--- src/sv/vvsd_pkg.sv ---
// ----------------------------------------------------------------------------
// vvsd_pkg
// Item types and fixed widths shared by the variance and deviation block.
// ----------------------------------------------------------------------------
package vvsd_pkg;

    localparam int SAMPLE_W  = 24;
    localparam int SUM_W     = 33;
    localparam int SUMSQ_W   = 55;
    localparam int VAR_W     = 47;
    localparam int STD_W     = 24;
    localparam int CNT_OUT_W = 9;
    localparam int MUL_W     = 32;
    localparam int PROD_W    = 2 * MUL_W;
    localparam int NUM_W     = 64;

    typedef struct packed {
        logic signed [SAMPLE_W-1:0] sample;
        logic                       last;
    } in_item_t;

    typedef struct packed {
        logic [VAR_W-1:0]     var_value;
        logic [STD_W-1:0]     std_value;
        logic [CNT_OUT_W-1:0] elem_count;
        logic                 too_long;
    } out_item_t;

endpackage

--- src/sv/vector_variance_std_dev.sv ---
// ----------------------------------------------------------------------------
// vector_variance_std_dev
// Population variance and standard deviation of one streamed sample vector.
// ----------------------------------------------------------------------------
// Samples arrive on the s_ channel, one item per signed sample, with last set
// on the final element of a vector. Each accepted sample passes through S_SQ
// and S_ACC: the shared 32x32 multiplier squares it and the sum updates, then
// the sum of squares and the count update. A sample beyond MAX_LEN is dropped
// and flags too_long. On the last item the same multiplier forms n*S2 - S1^2
// and n^2 in S_NS_LO, S_NS_HI, S_A1SQ and S_NN, then a restoring divider and
// the square root run in turn to give the variance and the deviation.
// One result item per vector leaves on the m_ channel from an output
// register; the next vector is accepted while that result waits. If the
// receiver stalls and a second result is ready, the block holds it and
// takes no input until the output register frees.
// Reset clears the accumulators, the count, too_long and m_valid, and idles.
// ----------------------------------------------------------------------------
module vector_variance_std_dev
    import vvsd_pkg::*;
#(
    parameter int MAX_LEN = 256
)(
    input  logic      aclk,
    input  logic      aresetn,
    input  logic      s_valid,
    output logic      s_ready,
    input  in_item_t  s_data,
    output logic      m_valid,
    input  logic      m_ready,
    output out_item_t m_data
);

    localparam int CNT_W = $clog2(MAX_LEN + 1);
    localparam int DEN_W = 2 * CNT_W;
    localparam logic [CNT_W-1:0] CNT_MAX = CNT_W'(MAX_LEN);

    localparam logic [3:0] S_IDLE  = 4'd0;
    localparam logic [3:0] S_SQ    = 4'd1;
    localparam logic [3:0] S_ACC   = 4'd2;
    localparam logic [3:0] S_NS_LO = 4'd3;
    localparam logic [3:0] S_NS_HI = 4'd4;
    localparam logic [3:0] S_A1SQ  = 4'd5;
    localparam logic [3:0] S_NN    = 4'd6;
    localparam logic [3:0] S_DEN   = 4'd7;
    localparam logic [3:0] S_DIV   = 4'd8;
    localparam logic [3:0] S_SQRT  = 4'd9;
    localparam logic [3:0] S_OUT   = 4'd10;

    logic [3:0]          state_reg, state_next;
    logic [SAMPLE_W-1:0] x_reg, x_next;
    logic                last_reg, last_next;
    logic [SUM_W-1:0]    sum_reg, sum_next;
    logic [SUMSQ_W-1:0]  sumsq_reg, sumsq_next;
    logic [CNT_W-1:0]    cnt_reg, cnt_next;
    logic                ovf_reg, ovf_next;
    logic [NUM_W-1:0]    acc_reg, acc_next;
    logic [VAR_W-1:0]    vres_reg, vres_next;
    out_item_t           out_reg, out_next;
    logic                m_valid_reg, m_valid_next;

    logic                s_accept;
    logic                out_free;
    logic                out_load;
    logic [SAMPLE_W-1:0] x_mag;
    logic [SUM_W-1:0]    a1;
    logic [NUM_W-1:0]    a1_cross;
    logic [MUL_W-1:0]    mul_a, mul_b;
    logic [PROD_W-1:0]   mul_p;
    logic                div_start, div_done;
    logic [NUM_W-1:0]    div_quot;
    logic                sqrt_start, sqrt_done;
    logic [STD_W-1:0]    sqrt_root;

    assign s_ready  = (state_reg == S_IDLE);
    assign s_accept = s_valid && s_ready;
    assign out_free = !m_valid_reg || m_ready;

    assign x_mag    = x_reg[SAMPLE_W-1] ? (~x_reg + 1'b1) : x_reg;
    assign a1       = sum_reg[SUM_W-1] ? (~sum_reg + 1'b1) : sum_reg;
    // cross term 2*h*l*2^32 of (h*2^32 + l)^2, taken modulo 2^64
    assign a1_cross = a1[SUM_W-1] ? {a1[MUL_W-2:0], {(MUL_W+1){1'b0}}} : '0;

    always_comb begin
        mul_a = '0;
        mul_b = '0;
        case (state_reg)
            S_SQ: begin
                mul_a = MUL_W'(x_mag);
                mul_b = MUL_W'(x_mag);
            end
            S_NS_LO: begin
                mul_a = MUL_W'(cnt_reg);
                mul_b = sumsq_reg[MUL_W-1:0];
            end
            S_NS_HI: begin
                mul_a = MUL_W'(cnt_reg);
                mul_b = MUL_W'(sumsq_reg[SUMSQ_W-1:MUL_W]);
            end
            S_A1SQ: begin
                mul_a = a1[MUL_W-1:0];
                mul_b = a1[MUL_W-1:0];
            end
            S_NN: begin
                mul_a = MUL_W'(cnt_reg);
                mul_b = MUL_W'(cnt_reg);
            end
            default: begin
                mul_a = '0;
                mul_b = '0;
            end
        endcase
    end

    always_comb begin
        state_next   = state_reg;
        x_next       = x_reg;
        last_next    = last_reg;
        sum_next     = sum_reg;
        sumsq_next   = sumsq_reg;
        cnt_next     = cnt_reg;
        ovf_next     = ovf_reg;
        acc_next     = acc_reg;
        vres_next    = vres_reg;
        out_next     = out_reg;
        out_load     = 1'b0;
        div_start    = 1'b0;
        sqrt_start   = 1'b0;
        case (state_reg)
            S_IDLE: begin
                if (s_accept) begin
                    x_next    = s_data.sample;
                    last_next = s_data.last;
                    if (cnt_reg < CNT_MAX) begin
                        state_next = S_SQ;
                    end else begin
                        ovf_next = 1'b1;
                        if (s_data.last) begin
                            state_next = S_NS_LO;
                        end
                    end
                end
            end
            S_SQ: begin
                sum_next   = sum_reg + {{(SUM_W-SAMPLE_W){x_reg[SAMPLE_W-1]}}, x_reg};
                state_next = S_ACC;
            end
            S_ACC: begin
                sumsq_next = sumsq_reg + SUMSQ_W'(mul_p[2*SAMPLE_W-1:0]);
                cnt_next   = cnt_reg + 1'b1;
                state_next = last_reg ? S_NS_LO : S_IDLE;
            end
            S_NS_LO: begin
                state_next = S_NS_HI;
            end
            S_NS_HI: begin
                acc_next   = mul_p - a1_cross;
                state_next = S_A1SQ;
            end
            S_A1SQ: begin
                acc_next   = acc_reg + {mul_p[MUL_W-1:0], {MUL_W{1'b0}}};
                state_next = S_NN;
            end
            S_NN: begin
                acc_next   = acc_reg - mul_p;
                state_next = S_DEN;
            end
            S_DEN: begin
                div_start  = 1'b1;
                state_next = S_DIV;
            end
            S_DIV: begin
                if (div_done) begin
                    vres_next  = div_quot[VAR_W-1:0];
                    sqrt_start = 1'b1;
                    state_next = S_SQRT;
                end
            end
            S_SQRT: begin
                if (sqrt_done) begin
                    state_next = S_OUT;
                end
            end
            S_OUT: begin
                if (out_free) begin
                    out_load            = 1'b1;
                    out_next.var_value  = vres_reg;
                    out_next.std_value  = sqrt_root;
                    out_next.elem_count = CNT_OUT_W'(cnt_reg);
                    out_next.too_long   = ovf_reg;
                    sum_next            = '0;
                    sumsq_next          = '0;
                    cnt_next            = '0;
                    ovf_next            = 1'b0;
                    state_next          = S_IDLE;
                end
            end
            default: begin
                state_next = S_IDLE;
            end
        endcase
    end

    always_comb begin
        m_valid_next = m_valid_reg;
        if (out_load) begin
            m_valid_next = 1'b1;
        end else if (m_ready) begin
            m_valid_next = 1'b0;
        end
    end

    always_ff @(posedge aclk) begin
        if (!aresetn) begin
            state_reg   <= S_IDLE;
            sum_reg     <= '0;
            sumsq_reg   <= '0;
            cnt_reg     <= '0;
            ovf_reg     <= 1'b0;
            m_valid_reg <= 1'b0;
        end else begin
            state_reg   <= state_next;
            sum_reg     <= sum_next;
            sumsq_reg   <= sumsq_next;
            cnt_reg     <= cnt_next;
            ovf_reg     <= ovf_next;
            m_valid_reg <= m_valid_next;
        end
    end

    always_ff @(posedge aclk) begin
        x_reg    <= x_next;
        last_reg <= last_next;
        acc_reg  <= acc_next;
        vres_reg <= vres_next;
        out_reg  <= out_next;
    end

    vvsd_mul u_mul (
        .aclk (aclk),
        .op_a (mul_a),
        .op_b (mul_b),
        .prod (mul_p)
    );

    vvsd_div #(
        .DEN_W (DEN_W)
    ) u_div (
        .aclk    (aclk),
        .aresetn (aresetn),
        .start   (div_start),
        .num     (acc_reg),
        .den     (mul_p[DEN_W-1:0]),
        .done    (div_done),
        .quot    (div_quot)
    );

    vvsd_sqrt u_sqrt (
        .aclk     (aclk),
        .aresetn  (aresetn),
        .start    (sqrt_start),
        .radicand (div_quot[VAR_W-1:0]),
        .done     (sqrt_done),
        .root     (sqrt_root)
    );

    assign m_valid = m_valid_reg;
    assign m_data  = out_reg;

    // element count never passes the vector limit
    assert property (@(posedge aclk) disable iff (!aresetn)
        cnt_reg <= CNT_MAX)
        else $error("element count beyond limit");

    // state is cleared once a result is loaded
    assert property (@(posedge aclk) disable iff (!aresetn)
        out_load |=> (cnt_reg == '0 && sum_reg == '0 && sumsq_reg == '0 && !ovf_reg))
        else $error("accumulators not cleared after result");

    // root is the floor of the square root of the variance
    assert property (@(posedge aclk) disable iff (!aresetn)
        m_valid |-> ((2*STD_W)'(m_data.std_value) * (2*STD_W)'(m_data.std_value)
                     <= (2*STD_W)'(m_data.var_value)))
        else $error("root too large");

    assert property (@(posedge aclk) disable iff (!aresetn)
        m_valid |-> (((2*STD_W+2)'(m_data.std_value) + 1'b1)
                     * ((2*STD_W+2)'(m_data.std_value) + 1'b1)
                     > (2*STD_W+2)'(m_data.var_value)))
        else $error("root too small");

endmodule

--- src/sv/vvsd_mul.sv ---
// ----------------------------------------------------------------------------
// vvsd_mul
// Shared unsigned multiplier with a registered product.
// ----------------------------------------------------------------------------
module vvsd_mul
    import vvsd_pkg::*;
(
    input  logic              aclk,
    input  logic [MUL_W-1:0]  op_a,
    input  logic [MUL_W-1:0]  op_b,
    output logic [PROD_W-1:0] prod
);

    logic [PROD_W-1:0] prod_reg;
    logic [PROD_W-1:0] prod_next;

    assign prod_next = PROD_W'(op_a) * PROD_W'(op_b);

    always_ff @(posedge aclk) begin
        prod_reg <= prod_next;
    end

    assign prod = prod_reg;

endmodule

--- src/sv/vvsd_div.sv ---
// ----------------------------------------------------------------------------
// vvsd_div
// Restoring divider, one quotient bit per cycle, done pulses after NUM_W steps.
// ----------------------------------------------------------------------------
module vvsd_div
    import vvsd_pkg::*;
#(
    parameter int DEN_W = 18
)(
    input  logic             aclk,
    input  logic             aresetn,
    input  logic             start,
    input  logic [NUM_W-1:0] num,
    input  logic [DEN_W-1:0] den,
    output logic             done,
    output logic [NUM_W-1:0] quot
);

    localparam int STEP_W = $clog2(NUM_W + 1);

    logic              busy_reg, busy_next;
    logic              done_reg, done_next;
    logic [STEP_W-1:0] step_reg, step_next;
    logic [DEN_W-1:0]  rem_reg, rem_next;
    logic [NUM_W-1:0]  quot_reg, quot_next;
    logic [DEN_W-1:0]  den_reg, den_next;

    logic [DEN_W:0]    trial;
    logic [DEN_W:0]    diff;
    logic              fits;

    assign trial = {rem_reg, quot_reg[NUM_W-1]};
    assign diff  = trial - {1'b0, den_reg};
    assign fits  = trial >= {1'b0, den_reg};

    always_comb begin
        busy_next = busy_reg;
        done_next = 1'b0;
        step_next = step_reg;
        rem_next  = rem_reg;
        quot_next = quot_reg;
        den_next  = den_reg;
        if (start) begin
            busy_next = 1'b1;
            step_next = STEP_W'(NUM_W);
            rem_next  = '0;
            quot_next = num;
            den_next  = den;
        end else if (busy_reg) begin
            rem_next  = fits ? diff[DEN_W-1:0] : trial[DEN_W-1:0];
            quot_next = {quot_reg[NUM_W-2:0], fits};
            step_next = step_reg - 1'b1;
            if (step_reg == STEP_W'(1)) begin
                busy_next = 1'b0;
                done_next = 1'b1;
            end
        end
    end

    always_ff @(posedge aclk) begin
        if (!aresetn) begin
            busy_reg <= 1'b0;
            done_reg <= 1'b0;
            step_reg <= '0;
        end else begin
            busy_reg <= busy_next;
            done_reg <= done_next;
            step_reg <= step_next;
        end
    end

    always_ff @(posedge aclk) begin
        rem_reg  <= rem_next;
        quot_reg <= quot_next;
        den_reg  <= den_next;
    end

    assign done = done_reg;
    assign quot = quot_reg;

endmodule

--- src/sv/vvsd_sqrt.sv ---
// ----------------------------------------------------------------------------
// vvsd_sqrt
// Digit-by-digit integer square root, one result bit per cycle.
// ----------------------------------------------------------------------------
module vvsd_sqrt
    import vvsd_pkg::*;
(
    input  logic             aclk,
    input  logic             aresetn,
    input  logic             start,
    input  logic [VAR_W-1:0] radicand,
    output logic             done,
    output logic [STD_W-1:0] root
);

    localparam int SQ_W   = 2 * STD_W;
    localparam int STEP_W = $clog2(STD_W + 1);

    logic              busy_reg, busy_next;
    logic              done_reg, done_next;
    logic [STEP_W-1:0] step_reg, step_next;
    logic [SQ_W-1:0]   rem_reg, rem_next;
    logic [SQ_W-1:0]   res_reg, res_next;
    logic [SQ_W-1:0]   bit_reg, bit_next;

    logic [SQ_W-1:0]   trial;
    logic              fits;

    assign trial = res_reg + bit_reg;
    assign fits  = rem_reg >= trial;

    always_comb begin
        busy_next = busy_reg;
        done_next = 1'b0;
        step_next = step_reg;
        rem_next  = rem_reg;
        res_next  = res_reg;
        bit_next  = bit_reg;
        if (start) begin
            busy_next = 1'b1;
            step_next = STEP_W'(STD_W);
            rem_next  = SQ_W'(radicand);
            res_next  = '0;
            bit_next  = {2'b01, {(SQ_W-2){1'b0}}};
        end else if (busy_reg) begin
            rem_next  = fits ? rem_reg - trial : rem_reg;
            res_next  = fits ? (res_reg >> 1) + bit_reg : res_reg >> 1;
            bit_next  = bit_reg >> 2;
            step_next = step_reg - 1'b1;
            if (step_reg == STEP_W'(1)) begin
                busy_next = 1'b0;
                done_next = 1'b1;
            end
        end
    end

    always_ff @(posedge aclk) begin
        if (!aresetn) begin
            busy_reg <= 1'b0;
            done_reg <= 1'b0;
            step_reg <= '0;
        end else begin
            busy_reg <= busy_next;
            done_reg <= done_next;
            step_reg <= step_next;
        end
    end

    always_ff @(posedge aclk) begin
        rem_reg <= rem_next;
        res_reg <= res_next;
        bit_reg <= bit_next;
    end

    assign done = done_reg;
    assign root = res_reg[STD_W-1:0];

endmodule
--- config.mk ---
export PLATFORM = sky130hd
export DESIGN_NAME = vector_variance_std_dev
export DESIGN_NICKNAME = d
export VERILOG_FILES = /design/src/sv/vvsd_pkg.sv /design/src/sv/vector_variance_std_dev.sv /design/src/sv/vvsd_mul.sv /design/src/sv/vvsd_div.sv /design/src/sv/vvsd_sqrt.sv
export SDC_FILE = /design/constraint.sdc
export NUM_CORES = 2
export LEC_CHECK = 0
export BUFFER_PORTS_ARGS = -buffer_cell sky130_fd_sc_hd__buf_4
export CAP_MARGIN = 30
export CORE_MARGIN = 2
export CORE_UTILIZATION = 36
export CTS_BUF_LIST = sky130_fd_sc_hd__clkbuf_4 sky130_fd_sc_hd__clkbuf_8
export CTS_CLUSTER_DIAMETER = 40
export DETAILED_ROUTE_END_ITERATION = 8
export GPL_TIMING_DRIVEN = 0
export SLEW_MARGIN = 20
export SYNTH_ARGS = -nofsm -noshare
export SYNTH_HDL_FRONTEND = slang
export SYNTH_HIERARCHICAL = 1
export SYNTH_SLANG_ARGS = --single-unit
--- constraint.sdc ---
create_clock -name aclk -period 14.41 [get_ports aclk]
set_clock_uncertainty 0.15 [all_clocks]
set_input_delay 1.441 -clock aclk [delete_from_list [all_inputs] [get_ports aclk]]
set_output_delay 1.441 -clock aclk [all_outputs]
set_load 0.02 [all_outputs]
==> results by group <==
Clock tree
  • Max Root-Sink Buffers: 3
  • Hold Buf Count CTS: 0
  • Post-CTS Setup Bufs: 0
  • Clock slew at reported path FFs: around 0.070 ns
  • PostCTS Resize Cnt: 0
  • TritonCTS clock tree: done
  • Cts bufs inserted: ~110
  • Clock Sinks: 620
  • Worst skew pair latency: ~0.90 ns
  • CTS Root Cell: clkbuf_8
  • CTS H-tree lvls: 3

GRT
  • GR Overflow Total: 0
  • Initial antenna violation count: 38
  • First-pass GRT wire length: 434 mm
  • GRT Util Overall: 0.272
  • Largest net degree at the start of global routing: 72
  • Vias in the first global route: 65300

Timing
  • Slew headroom: 0.184
  • Final setup fails: 0
  • RSZ-0062 raised after global routing: no
  • Final period util: 0.824
  • Slew @ Worst Pin: 1.22 ns
  • Final Hold Viols: 0
  • Minimum clock period: between 10 and 15 ns
  • Slew Limit Fails: 0
  • Final WS setup: around 2.5 ns
  • Fin Setup TNS: 0 ns
  • F_max: 0.0842 GHz

Setup path
  • Top cell by count, worst path: fa_1
  • Critical path fanouts, max: 10
  • Crit-path leading delay family: adder cells
  • Setup CP Type: reg -> reg
  • Crit-path max cell delay: 0.96 ns
  • Critical path endpoint category: flop
  • Worst setup path startpoint: x_reg[9]$_DFFE_PP_
  • Type of origin of the critical path: flop
  • CP Buf/Inv Count: 4
  • Data arrival time of the critical path: 12.49 ns
  • RR Endpoint: u_mul/prod[63]$_DFF_P_
  • Setup crit end: u_mul/prod[63]$_DFF_P_
  • Critical-path top delay cell: clkbuf_1
  • Levels on crit path: 30
  • FF-to-FF Start: x_reg[9]$_DFFE_PP_
  • Worst reg-to-reg setup slack: 2.53 ns
  • Critical Path RT: 15.02 ns
  • R2R cell count: 30

Place
  • Post-DP HPWL: 240 mm
  • Pre-CTS WS: 2.86 ns
  • Gpl congestion: 1.03
  • Placed insts: approximately 11000
  • PortBufs: approximately 110

Yosys
  • Main synth FF type: edfxtp_1
  • Netlist Area Pre-Place: ~0.076 mm²
  • Async SR Flop Fraction: 0
  • Cell variety after synth: 119
  • Post-synth top area share: 0.238
  • #FFs+latches synth: 620
  • Sequential share of the synthesized area: 0.209
  • Yosys top cell by area: fa_1
  • Top cells by area, synth: fa_1, edfxtp_1, ha_1
  • Syn Inst Count: 8357
  • Mapped Avg Cell Area: 9.08 µm²
  • Number of synthesized flops with an enable pin: 346
  • Most common cell in the synthesized netlist: inv_1
  • YS warnings: 6
  • Commonest cells post-synth: inv_1, fa_1, nand2_1

Routing
  • Antenna Nets Post-Route: 0
  • WL/cell: approximately 26 µm
  • Vias per cell: 5.64
  • Routed WL: 298 mm
  • Drt pass-1 iters: 9
  • Via count: 65400
  • Iter 0 DRT Violations: 7044
  • Drt drc: 2

Job
  • Max Cap Viol: 0

Cells and area
  • Post-Layout Cell Count: 11600
  • Final net count: 10200
  • Layout cell share with drive strength beyond 1: 0.0728
  • Max reg flops: 81
  • P&R area growth vs syn: 10.9%

Floorplan
  • Die Ht: 463 µm
  • Initial Utilization: 0.362
  • Die area: 0.214 mm²
  • Site row count: roughly 170
  • Die X: 463 µm
  • Top Ports: 112
  • Core Region: 0.210 mm²

Worst hold path
  • Tightest Hold Check Type: reg -> reg

Status
  • Violated checks: DRC
  • Status: complete, but fails checks

Power
  • Pwr per Cell Area: 94.8 mW/mm²
  • Max VDD drop: 77.5 µV
  • Leakage: roughly 37 nW
[through the flow]
step / total power, mW / instance area (µm²) / hold WS [ns] / util
floorplan: 4.45 / 75900 / 0.250 / -
global placement: 5.74 / 80200 / 0.252 / 0.383
detailed placement: 5.83 / 81100 / 0.255 / 0.387
CTS: 7.87 / 83800 / 0.216 / 0.400
global route: 8.34 / 84100 / 0.255 / 0.401
finish: 7.97 / 84100 / 0.222 / 0.401
[area by class of cell]
cell class | count | area [µm²]
Clock inverter | 78 | 920
Clock buffer | 134 | 1730
Fill cell | 21000 | 125000
Timing Repair Buffer | 186 | 1820
Buffer | 455 | 2010
Tap cell | 2805 | 3510
Antenna cell | 23 | 57.6
Multi-Input combinational cell | 6261 | 54300
Inverter | 1034 | 3890
Sequential cell | 620 | 15900
[layer usage]
metal / track usage / wire [µm] / vias to the layer above
met5: 0 / 129 / -
li1: - / - / 28800
met4: 0.132 / 16400 / 20
met2: 0.417 / 129000 / 3359
met1: 0.356 / 121000 / 32400
met3: 0.0721 / 31700 / 778
[power by group]
group	switching [mW]	internal [mW]
sequential	0.297	2.02
combinational	2.41	1.25
clock	0.873	1.13
[cells by family after synthesis]
group / synth area share
buffers and inverters: 0.0776
AOI/OAI and AO/OA: 0.146
other: 0.0000494
adders and majority gates: 0.336
DFF: 0.209
muxes: 0.0171
xor gates and xnor gates: 0.0469
and+or+nand+nor: 0.167
[worst min path at each step]
stage / startpoint / to / slack [ns] / cells after the start
floorplan: vres_reg[0]$_DFFE_PP_ / m_data[34]$_DFFE_PP_ / 0.25 / 0
global placement: vres_reg[14]$_DFFE_PP_ / m_data[48]$_DFFE_PP_ / 0.25 / 0
detailed placement: vres_reg[40]$_DFFE_PP_ / m_data[74]$_DFFE_PP_ / 0.25 / 0
CTS: vres_reg[3]$_DFFE_PP_ / m_data[37]$_DFFE_PP_ / 0.22 / 0
global route: vres_reg[3]$_DFFE_PP_ / m_data[37]$_DFFE_PP_ / 0.25 / 0
finish: vres_reg[3]$_DFFE_PP_ / m_data[37]$_DFFE_PP_ / 0.22 / 0
[placed cells by master, fill, tap and decap left out, types with 60 or more instances in the layout]
cell	n
fa_1	903
nor2b_1	60
a21oi_1	415
xnor2_1	211
nand4_1	91
a21o_1	192
o21ai_0	343
clkbuf_1	381
nor2_1	364
clkbuf_8	124
and2_1	652
dfxtp_1	274
nor3_1	70
inv_1	1031
nand2_1	899
a31oi_1	84
xor2_1	194
buf_4	149
mux2_2	76
ha_1	591
a211oi_1	63
nand3_1	135
edfxtp_1	346
(Power assumes the default switching activity.)
